File: src/design/hcww_pkg.sv
package hcww_pkg;

    // Store geometry.
    localparam int MODULE_SLOTS = 4;
    localparam int STORE_WORDS  = 1024;
    localparam int CONFIG_SLOTS = 4;
    localparam int USED_SLOTS   = (MODULE_SLOTS < CONFIG_SLOTS) ? MODULE_SLOTS : CONFIG_SLOTS;
    localparam int STORE_DEPTH  = MODULE_SLOTS * STORE_WORDS;
    localparam int ADDR_W       = $clog2(STORE_DEPTH);
    localparam int CFG_IDX_W    = $clog2(CONFIG_SLOTS);

    // Field widths.
    localparam int WORD_W  = 32;
    localparam int SLOT_W  = 2;
    localparam int OFFS_W  = 16;
    localparam int NOFFS_W = OFFS_W + 1;
    localparam int CNT_W   = 6;
    localparam int ID_W    = 7;
    localparam int CFG_W   = 8;

    // Header layout.
    localparam int ID_LSB  = 24;
    localparam int OP_LSB  = 22;
    localparam int CNT_LSB = 16;

    typedef enum logic [1:0] {
        OP_WRITE = 2'd0,
        OP_OR    = 2'd1,
        OP_AND   = 2'd2,
        OP_READ  = 2'd3
    } op_t;

    typedef enum logic [2:0] {
        KIND_HEADER       = 3'd0,
        KIND_APPLIED      = 3'd1,
        KIND_NO_MODULE    = 3'd2,
        KIND_OUT_OF_RANGE = 3'd3,
        KIND_READ_HEADER  = 3'd4
    } word_kind_t;

    typedef struct packed {
        logic [WORD_W-1:0] message_word;
        logic              list_start;
    } in_t;

    typedef struct packed {
        word_kind_t        word_kind;
        logic [SLOT_W-1:0] hit_slot;
        logic [OFFS_W-1:0] word_offset;
        logic [WORD_W-1:0] stored_value;
    } out_t;

    typedef enum logic [1:0] {
        ST_CLEAR  = 2'd0,
        ST_IDLE   = 2'd1,
        ST_DECODE = 2'd2,
        ST_MODIFY = 2'd3
    } ctl_state_t;

    typedef struct packed {
        logic capture;
        logic clear_step;
        logic mem_read;
        logic commit_simple;
        logic commit_mem;
    } ctl_cmd_t;

    typedef struct packed {
        logic clear_done;
        logic mem_hit;
        logic out_free;
    } ctl_status_t;

endpackage

File: src/design/hcww_ctrl.sv
module hcww_ctrl (
    input  logic                 aclk,
    input  logic                 aresetn,
    input  logic                 s_valid,
    output logic                 s_ready,
    input  hcww_pkg::ctl_status_t status,
    output hcww_pkg::ctl_cmd_t    cmd
);

    hcww_pkg::ctl_state_t state_reg;
    hcww_pkg::ctl_state_t state_next;

    // State register; reset starts the store clearing pass.
    always_ff @(posedge aclk) begin
        if (!aresetn) begin
            state_reg <= hcww_pkg::ST_CLEAR;
        end else begin
            state_reg <= state_next;
        end
    end

    // Next state.
    always_comb begin
        state_next = state_reg;
        case (state_reg)
            hcww_pkg::ST_CLEAR: begin
                if (status.clear_done) state_next = hcww_pkg::ST_IDLE;
            end
            hcww_pkg::ST_IDLE: begin
                if (s_valid) state_next = hcww_pkg::ST_DECODE;
            end
            hcww_pkg::ST_DECODE: begin
                if (status.mem_hit) begin
                    state_next = hcww_pkg::ST_MODIFY;
                end else if (status.out_free) begin
                    state_next = hcww_pkg::ST_IDLE;
                end
            end
            hcww_pkg::ST_MODIFY: begin
                if (status.out_free) state_next = hcww_pkg::ST_IDLE;
            end
            default: state_next = hcww_pkg::ST_CLEAR;
        endcase
    end

    // Commands to the datapath.
    always_comb begin
        cmd     = '0;
        s_ready = 1'b0;
        case (state_reg)
            hcww_pkg::ST_CLEAR: begin
                cmd.clear_step = 1'b1;
            end
            hcww_pkg::ST_IDLE: begin
                s_ready     = 1'b1;
                cmd.capture = s_valid;
            end
            hcww_pkg::ST_DECODE: begin
                cmd.mem_read      = status.mem_hit;
                cmd.commit_simple = !status.mem_hit && status.out_free;
            end
            hcww_pkg::ST_MODIFY: begin
                cmd.commit_mem = status.out_free;
            end
            default: begin
                cmd = '0;
            end
        endcase
    end

endmodule

File: config.mk
export PLATFORM = sky130hd
export DESIGN_NAME = hcww_ctrl
export DESIGN_NICKNAME = d
export VERILOG_FILES = /design/src/design/hcww_pkg.sv /design/src/design/hcww_ctrl.sv
export SDC_FILE = /design/constraint.sdc
export NUM_CORES = 1
export LEC_CHECK = 0
export ABC_CLOCK_PERIOD_IN_PS = 1500
export BUFFER_PORTS_ARGS = -buffer_cell sky130_fd_sc_hd__buf_2
export CAP_MARGIN = 20
export CORE_AREA = 2 2 39 41
export CTS_CLUSTER_DIAMETER = 100
export DETAILED_ROUTE_END_ITERATION = 8
export DIE_AREA = 0 0 41 43
export SYNTH_ARGS = -nofsm -noshare
export SYNTH_HDL_FRONTEND = slang
export SYNTH_SLANG_ARGS = --single-unit
File: constraint.sdc
create_clock -name aclk -period 1.5 [get_ports aclk]
set_clock_uncertainty 0.2 [all_clocks]
set_input_delay 0.225 -clock aclk [delete_from_list [all_inputs] [get_ports aclk]]
set_output_delay 0.225 -clock aclk [all_outputs]
set_load 0.02 [all_outputs]
==> results of run 1 <==
worst reg2reg max path, stage by stage, from the launching register on:
cell and delay [ns]:
dfxtp_4 0.36, nor3_1 0.18, nand2_1 0.08, o211a_1 0.12
per-stage QoR:
stage	cell area [um2]	power [mW]	cells	utilization	hold WS [ns]
final	243	0.244	47	0.175	0.0227
after global routing	243	0.264	47	0.175	0.0239
after CTS	238	0.255	47	0.172	0.0117
after detailed placement	213	0.124	44	0.154	0.259
after global placement	213	0.124	44	0.154	0.265
after floorplan	154	0.109	19	-	0.136
power breakdown:
part	total (mW)	switching (mW)	internal [mW]
registers	0.0701	0.0105	0.0596
clock network	0.119	0.0309	0.0883
logic	0.0551	0.0286	0.0265
how the worst max path moves through the flow:
stage | startpoint | end | slack [ns] | depth (start not counted)
global placement | state_reg[0]$_SDFFE_PN0P_ | cmd[4] | 0.16 | 3
global route | state_reg[0]$_SDFFE_PN0P_ | cmd[4] | 0.001 | 3
detailed placement | state_reg[0]$_SDFFE_PN0P_ | cmd[4] | 0.15 | 3
CTS | state_reg[0]$_SDFFE_PN0P_ | cmd[4] | 0.008 | 3
floorplan | state_reg[0]$_SDFFE_PN0P_ | cmd[4] | 0.12 | 3
finish | state_reg[0]$_SDFFE_PN0P_ | cmd[4] | 0.05 | 3
final cells by class:
cell class | instances | area share
clock buffers | 3 | 0.0928
well taps | 16 | 0.0825
flip-flops and latches | 2 | 0.186
multi-input cells | 14 | 0.387
inverters | 1 | 0.0155
repair buffers | 11 | 0.237
layout by cell type (no fill, tap or decap):
master and count:
buf_2 10, clkbuf_4 3, nor2_1 2, a21oi_1 2, nor2b_2 1, and4bb_1 1, and3b_1 1, and3_1 1
and2_1 1, nor3_1 1, nand2_1 1, o211a_1 1, nand2b_1 1, inv_1 1, a311oi_1 1, buf_4 1
dfxtp_4 1, dfxtp_2 1
layer usage:
layer  up-vias  global-route usage
met1        71              0.0543
li1         90                   -
met3         0              0.0157
met5         -                   0
met2         8              0.0469
met4         0               0.100
logic make-up after synthesis:
| group | synth area share |
|---|---|
| buffers and inverters | 0.132 |
| AO/OA/AOI/OAI | 0.190 |
| AND/OR/NAND/NOR | 0.413 |
| flip-flops | 0.264 |
==> summary.txt, run 1 <==
Route
  • Per-cell routed wire length: 8.43 um
  • Vias: between 150 and 200
  • Antenna viol nets, final: 0
  • Routed vias/inst: ~3.6
  • Drc violations: 0
  • First-pass detailed-route iteration total: 1
  • Highest routed layer: met3
  • Wl on met1: around 170 um
  • Initial DRC count: 0
  • Metal3 WL: ~43 um
  • Overall routed net length: 396 um
  • WL met2: between 150 and 200 um

STA
  • Final worst slack: between 0.04 and 0.05 ns
  • RSZ-0062 raised after global routing: no
  • Fin crit share: 0.970
  • F_max: 687 MHz
  • Max-slew violations: 0
  • Setup TNS: 0 ns
  • Final Hold Viols: 0
  • Setup violators final: 0
  • Min Tclk post-route: 1.45 ns
  • Measured slew at the worst slew-check pin: 0.190 ns
  • Relative slew margins: 0.873

Placed design
  • # port buffers: 11
  • Post-DP HPWL: between 200 and 300 um
  • Gpl congestion: 0.570
  • Pre-CTS setup slack: 0.154 ns

Logic synthesis
  • Area leader, netlist: dfxtp_1
  • Top-area cell type share of the netlist area: 0.264
  • Synthesized instance count: 19
  • Number of synthesized register bits: 2
  • Number of synthesized flops with an enable pin: 0
  • Ranking of synthesized cells by area: dfxtp_1 (26%), and4bb_1 (8.3%), buf_6 (7.4%), a21oi_1 (6.6%), o211a_1 (6.6%)
  • Sequential fraction of the synthesis area: 0.264
  • Commonest cells in the synthesized netlist: a21oi_1 (2), dfxtp_1 (2), nor2_1 (2)
  • Yosys warns: 0
  • Unique masters post-synth: 16
  • Commonest register cell after synthesis: dfxtp_1
  • Post-synthesis cell area: 151 um2
  • Avg Cell Area, Syn: 7.97 um2
  • Mapped Nets: 25
  • Synth async-reset ratio: 0

Clock network
  • # hold bufs at CTS: 0
  • TritonCTS clock tree: done
  • Post-CTS Setup Inserts: 0
  • CTS Root Cell: clkbuf_4
  • Reg clk slew, reported paths: 0.03 ns
  • Clock Sinks: 2
  • Post-CTS Resized: 2
  • H-Tree Depth: 1
  • Maximum clock path buffer count: 2
  • TritonCTS Buffers: 3
  • Skew-Pair Late Insertion Delay: 0.22 ns

Global route
  • Vias in the first global route: about 140
  • GRT Resource Usage Total: 0.0501
  • First-pass GRT wire length: 496 um
  • Congestion Overflow GR: 0
  • Largest net degree at the start of global routing: 11
  • Initial antenna violation count: 0

Layout
  • Max reg flops: 2
  • Diode count: 0
  • Layout cells sized above 1: 0.548
  • Register area: ~45 um2
  • Area taken by multi-input logic gates: 93.8 um2
  • Fill count: ~160
  • Nets: 39
  • Synth-to-Final Area Change: 60.3%

Critical path
  • WP buf/inv: 1
  • Flop-to-flop setup slack: 0.45 ns
  • Critical path arrival: about 1 ns
  • Maximum fanout along the worst path: 10
  • Crit-path cells: nor2b_2 -> and2_1 -> buf_4
  • R2R depth: 3
  • Reg2reg end: state_reg[0]$_SDFFE_PN0P_
  • Max incr delay on CP: about 0.36 ns
  • Startpoint types: register
  • Largest delay share family, worst path: flip-flops
  • Crit Path Class: register to primary output
  • Worst r2r src: state_reg[0]$_SDFFE_PN0P_
  • Crit. End Element: primary output
  • Data required, critical path: 1.07 ns
  • Crit-path slowest cell: dfxtp_4

Run
  • Max Cap Viol: 0

Min path
  • Worst Hold Depth: 3
  • Hold Path Class: input pin to register
  • Hold_sp: aresetn
  • Hold Path End: state_reg[1]$_SDFFE_PN0P_

Floorplan
  • Row count: 14
  • Starting density of the core: 0.109
  • Core area: around 1400 um2
  • Die Ht: 43 um
  • Die ar.: about 1800 um2
  • Die Span X: 41 um
  • # IOs: 12

Power
  • Worst vdd ir: about 0.14 mV
  • Pwr/cell area: 1010 nW/um2
  • Leak: 0.134 nW

Outcome
  • Status: finished, final reports clean
Note: power is estimated with default switching activity, not from simulation.
==> run 2, diff against run 1 <==
Settings changed: ABC_AREA from default to 1.
==> run 2 against run 1 <==
  * Fmax grew 4.3%
  * Cell area increased by 8.8%
  * Utilization grew 1.5 points
  * Global-route usage is 1.7 points higher
==> summary.txt, run 2 <==
Global route
  • Layer with the highest usage: met1
  • GRT Resource Usage Total: 0.0671
  • First-pass GRT wire length: 717 um
  • M1 GR Usage: 0.0799
  • Congestion Overflow GR: 0
  • Met3 usage: 0.0628
  • Initial antenna violation count: 0
  • Met2 usage: 0.0656
  • Largest net degree at the start of global routing: 8
  • Vias in the first global route: 195

Power
  • Pwr/cell area: 1740 nW/um2
  • Switching power: about 0.21 mW
  • Switch share: 0.460
  • Worst vdd ir: approximately 0.45 mV
  • Power after layout: roughly 0.46 mW
  • Internal power component: approximately 0.25 mW
  • Clk pwr share: 0.255
  • Power share of the combinational group: 0.503
  • Leak: 0.173 nW
  • Flop pwr share: 0.242

Clock network
  • TritonCTS clock tree: done
  • Reg clk slew, reported paths: 0.03 ns
  • H-Tree Depth: 1
  • # hold bufs at CTS: 0
  • Clock Sinks: 2
  • Skew-Pair Late Insertion Delay: between 0.2 and 0.25 ns
  • TritonCTS Buffers: 3
  • Maximum clock path buffer count: 2
  • CTS Root Cell: clkbuf_4

Logic synthesis
  • Top-area cell type share of the netlist area: 0.244
  • Unique masters post-synth: 10
  • Synthesized instance count: 31
  • Number of synthesized register bits: 2
  • Commonest register cell after synthesis: dfxtp_1
  • Ranking of synthesized cells by area: dfxtp_1 (24%), inv_1 (21%), nand2_1 (14%), nand3_1 (12%), nor2_1 (9.2%)
  • Cell with the most instances after synthesis: inv_1
  • Mapped Nets: 37
  • Yosys warns: 0
  • Commonest cells in the synthesized netlist: inv_1 (9), nand2_1 (6), nand3_1 (4), nor2_1 (4)
  • Post-synthesis cell area: 164 um2
  • Avg Cell Area, Syn: 5.29 um2
  • Area leader, netlist: dfxtp_1
  • Number of synthesized flops with an enable pin: 0
  • Synth async-reset ratio: 0
  • Sequential fraction of the synthesis area: 0.244

Placed design
  • Post-DP HPWL: 340 um
  • # port buffers: 11
  • Pre-CTS setup slack: roughly 0.26 ns
  • Gpl congestion: 0.642
  • Dpl cells: 58

Critical path
  • Flop-to-flop setup slack: about 0.5 ns
  • Critical path arrival: 0.97 ns
  • Maximum fanout along the worst path: 6
  • Largest delay share family, worst path: flip-flops
  • Crit-path cells: nand2_2 -> nor3_1 -> buf_2
  • Max incr delay on CP: 0.36 ns
  • Crit-path slowest cell: dfxtp_2
  • WP buf/inv: 1
  • Crit. End Element: primary output
  • Reg2reg end: state_reg[0]$_SDFFE_PN0P_
  • Worst r2r src: state_reg[1]$_SDFFE_PN0P_
  • R2R depth: 4
  • Startpoint types: register
  • Crit Path Class: register to primary output
  • Data required, critical path: approximately 1.1 ns

Route
  • Routed vias/inst: 3.54
  • Per-cell routed wire length: 6.67 um
  • Vias: 216
  • Overall routed net length: 407 um
  • Initial DRC count: 2
  • Drc violations: 0
  • Antenna viol nets, final: 0
  • First-pass detailed-route iteration total: 2

Floorplan
  • Starting density of the core: 0.118
  • Die Ht: 43 um
  • Die Span X: 41 um
  • Row count: 14
  • Die ar.: ~1800 um2
  • # IOs: 12
  • Core area: 1380 um2

STA
  • Measured slew at the worst slew-check pin: ~0.13 ns
  • Setup violators final: 0
  • Final Hold Viols: 0
  • F_max: around 700 MHz
  • Max-slew violations: 0
  • Relative slew margins: 0.909
  • Min Tclk post-route: 1.39 ns
  • Fin crit share: 0.930
  • RSZ-0062 raised after global routing: no
  • Final worst slack: 0.105 ns
  • Setup TNS: 0 ns

Layout
  • Max reg flops: 2
  • Final non-filler cell total: 61
  • Nets: 53
  • Layout cells sized above 1: 0.400
  • Synth-to-Final Area Change: 61.1%
  • Most frequent cells in the layout: buf_2 (11), inv_1 (9), nand2_1 (6), nand3_1 (4), nor2_1 (4)
  • Fill count: 165
  • Commonest non-fill, non-tap cell in the layout: buf_2
  • Diode count: 0
  • Area taken by multi-input logic gates: 90.1 um2
  • Final Util: 0.191
  • Register area: 42.5 um2

Run
  • Max Cap Viol: 0

Min path
  • Hold_sp: aresetn
  • Hold Path End: state_reg[1]$_SDFFE_PN0P_
  • Worst Hold Depth: 3
  • Hold Path Class: input pin to register

Outcome
  • Status: finished, final reports clean
-- run 2: changes by cell type after synthesis, sizes merged, moves of 2 or more --
cell	before	now
inv	1	9
nor2	2	5
buf	2	0
nand3	0	4
nand2	1	7
o21ai	0	2
-- run 2: final cells by class --
class	count	area share
Inverter	9	0.128
Clock buffer	3	0.0853
Sequential cell	2	0.161
Tap cell	16	0.0758
Timing Repair Buffer	11	0.209
Multi-Input combinational cell	20	0.341
-- run 2: worst max path at each step --
stage | endpoint | slack, ns | from | cells past startpoint
global route | cmd[1] | 0.04 | state_reg[1]$_SDFFE_PN0P_ | 3
floorplan | cmd[1] | 0.14 | state_reg[1]$_SDFFE_PN0P_ | 2
detailed placement | cmd[1] | 0.26 | state_reg[1]$_SDFFE_PN0P_ | 3
CTS | cmd[1] | 0.01 | state_reg[1]$_SDFFE_PN0P_ | 3
finish | cmd[1] | 0.11 | state_reg[1]$_SDFFE_PN0P_ | 3
global placement | cmd[1] | 0.29 | state_reg[1]$_SDFFE_PN0P_ | 3
-- run 2: layer usage --
| metal | wire length (um) | up-vias | share of wire |
|---|---|---|---|
| met5 | 0 | - | 0 |
| met2 | 166 | 7 | 0.41 |
| met4 | 0 | 0 | 0 |
| met3 | 41 | 0 | 0.10 |
| li1 | - | 121 | - |
| met1 | 199 | 88 | 0.49 |
-- run 2: cells by family (layout without fill, tap and decap cells) --
logic type | Yosys count | in the layout | share of synthesized area
and+or+nand+nor | 17 | 17 | 0.458
buffers and inverters | 9 | 23 | 0.206
DFF | 2 | 2 | 0.244
AOI/OAI and AO/OA | 3 | 3 | 0.0916
-- run 2: power groups by stage --
stage / Clock, mW / Combinational (mW) / Sequential (mW)
after floorplan: 0 / 0.171 / 0.101
after global placement: 0 / 0.235 / 0.106
after detailed placement: 0 / 0.232 / 0.108
after CTS: 0.126 / 0.233 / 0.107
after global routing: 0.132 / 0.263 / 0.119
final: 0.117 / 0.232 / 0.111
-- run 2: repair_timing --
| action | CTS | global route |
|---|---|---|
| buffers inserted | 0 | 0 |
| setup endpoints to repair | 0 | 5 |
| gates resized for setup | 0 | 2 |
-- run 2: tightest hold or removal path: cells and delay by family --
family        cells  cell delay (ns)
simple gates      2             0.10
buf+inv           1             0.11
-- run 2: through the flow --
stage	hold slack, ns	area, um2
finish	0.0632	264
global route	0.0798	264
CTS	0.0610	262
detailed placement	0.296	239
global placement	0.292	239
floorplan	0.164	164
==> run 3, diff against run 2 <==
Settings changed: ABC_CLOCK_PERIOD_IN_PS 1500 to 1100.
Clock period 1.5 ns to 1.1 ns, I/O delays scaled along.
==> run 3 against run 2 <==
  * The run now ends with setup timing left
  * Highest routed layer unchanged
  * Sequential power rose by 73%
  * Critical path type unchanged
  * Register-to-register slack got worse by 0.48 ns
  * Routed wire length rose by 18%
  * Total power rose by 67%
  * Count of clock-buffer cells in the layout did not move
  * Final cell count rose by 3.3%
  * Largest power group unchanged
  * Cell area rose by 30%
  * Die area did not move
  * Global-route usage fell by 0.10 points
==> summary.txt, run 3 (synthesis gave the netlist of run 2 again) <==
STA
  • F_max: 764 MHz
  • Final worst slack: -0.209 ns
  • Max-slew violations: 0
  • Final Hold Viols: 0
  • Relative slew margins: 0.910
  • Fin crit share: 1.19
  • Setup violators final: 6
  • RSZ-0062 raised after global routing: yes
  • Min Tclk post-route: around 1.3 ns
  • Measured slew at the worst slew-check pin: around 0.13 ns

Clock network
  • H-Tree Depth: 1
  • Maximum clock path buffer count: 2
  • Clock Sinks: 2
  • Reg clk slew, reported paths: 0.03 ns
  • TritonCTS Buffers: 3
  • Skew-Pair Late Insertion Delay: 0.22 ns
  • TritonCTS clock tree: done
  • CTS Root Cell: clkbuf_4

Critical path
  • Data required, critical path: 0.73 ns
  • Crit-path slowest cell: dfxtp_4
  • Crit-path cells: inv_1 -> nand2_2 -> inv_1 -> buf_4
  • Top cell by count, worst path: inv_1
  • Crit Path Class: register to primary output
  • Critical path arrival: 0.94 ns
  • Maximum fanout along the worst path: 6
  • Max incr delay on CP: 0.38 ns
  • Startpoint types: register
  • R2R depth: 6
  • Crit. End Element: primary output

Route
  • Routed vias/inst: 3.86
  • Overall routed net length: 481 um
  • Initial DRC count: 1
  • First-pass detailed-route iteration total: 2
  • Per-cell routed wire length: 7.63 um
  • Vias: 243
  • Drc violations: 0
  • Antenna viol nets, final: 0

Outcome
  • Failing checks: setup timing
  • Status: finished, violations left

Global route
  • Congestion Overflow GR: 0
  • First-pass GRT wire length: between 700 and 800 um
  • Initial antenna violation count: 0
  • Vias in the first global route: about 210
  • Largest net degree at the start of global routing: 8
  • GRT Resource Usage Total: 0.0661

Power
  • Leak: roughly 0.19 nW
  • Power after layout: around 0.77 mW
  • Pwr/cell area: between 2000 and 2500 nW/um2
  • Worst vdd ir: around 0.94 mV

Floorplan
  • Die Span X: 41 um
  • # IOs: 12
  • Row count: 14
  • Core area: 1380 um2
  • Starting density of the core: 0.118
  • Die Ht: 43 um
  • Die ar.: 1760 um2

Layout
  • Layout cells sized above 1: 0.532
  • Commonest non-fill, non-tap cell in the layout: inv_1
  • Final Util: 0.249
  • Final non-filler cell total: between 60 and 70
  • Fill count: roughly 160
  • Synth-to-Final Area Change: 110%
  • Final instance area: between 300 and 400 um2
  • Most frequent cells in the layout: inv_1 (7), nand2_1 (5), buf_2 (5), buf_4 (4)
  • Max reg flops: 2
  • Nets: 55
  • Diode count: 0

Placed design
  • Placed inst area: 254 um2
  • Post-DP HPWL: 334 um
  • Gpl congestion: 0.675
  • # port buffers: 11
  • Dpl cells: 58

Min path
  • Hold Path Class: input pin to register
  • Worst Hold Depth: 3

Run
  • Max Cap Viol: 0
[run 3: area by class of cell]
type,instances,area (um2),area share
repair buffers,13,98.8,0.287
clock buffers,3,22.5,0.0655
inverters,9,33.8,0.0982
multi-input cells,20,121,0.353
well taps,16,20.0,0.0582
flip-flops and latches,2,47.5,0.138
[run 3: final timing paths]
kind | start | end | slack (ns)
worst max-delay path | state_reg[1]$_SDFFE_PN0P_ | s_ready | -0.21
worst min-delay path | aresetn | state_reg[1]$_SDFFE_PN0P_ | 0.02
worst max register to register | state_reg[0]$_SDFFE_PN0P_ | state_reg[1]$_SDFFE_PN0P_ | 0.01
worst min register to register | state_reg[1]$_SDFFE_PN0P_ | state_reg[0]$_SDFFE_PN0P_ | 0.43
[run 3: repair_timing]
action                                 4_1_cts  5_1_grt
setup endpoints to repair                    6        6
pin swaps                                    0        3
endpoints found under the hold margin        1        0
gates resized for setup                     12        5
setup buffers                                0        1
hold buffers                                 1        0
[run 3: critical path, delay by kind of cell, from the launching register on]
family / cells / cell delay [ns]
buffers and inverters: 3 / 0.27
DFF: 1 / 0.38
and+or+nand+nor: 1 / 0.07
[run 3: stage by stage]
| step | TNS [ns] | setup slack, ns | hold WS [ns] |
|---|---|---|---|
| 2_1_floorplan | -0.00525 | -0.00525 | 0.0962 |
| 5_1_grt | -1.48 | -0.259 | 0.0590 |
| 3_5_place_dp | -0.0407 | -0.0239 | 0.232 |
| 3_3_place_gp | -0.0269 | -0.0206 | 0.230 |
| 4_1_cts | -1.18 | -0.218 | 0.00745 |
| 6_report | -1.11 | -0.209 | 0.0222 |
[run 3: power breakdown]
group          switching [mW]  internal, mW  leakage (nW)  total, mW
clock                  0.0374         0.120        0.0138      0.157
combinational           0.231         0.189         0.162      0.420
sequential             0.0750         0.117        0.0178      0.192
total                   0.344         0.426         0.194      0.770
[run 3: metal layers]
layer  track usage  up-vias  wire length (um)
met3        0.0157        0                33
met1        0.0799      111               231
met4        0.0600        0                 0
met2        0.0906        8               216
met5             0        -                 0
li1              -      124                 -
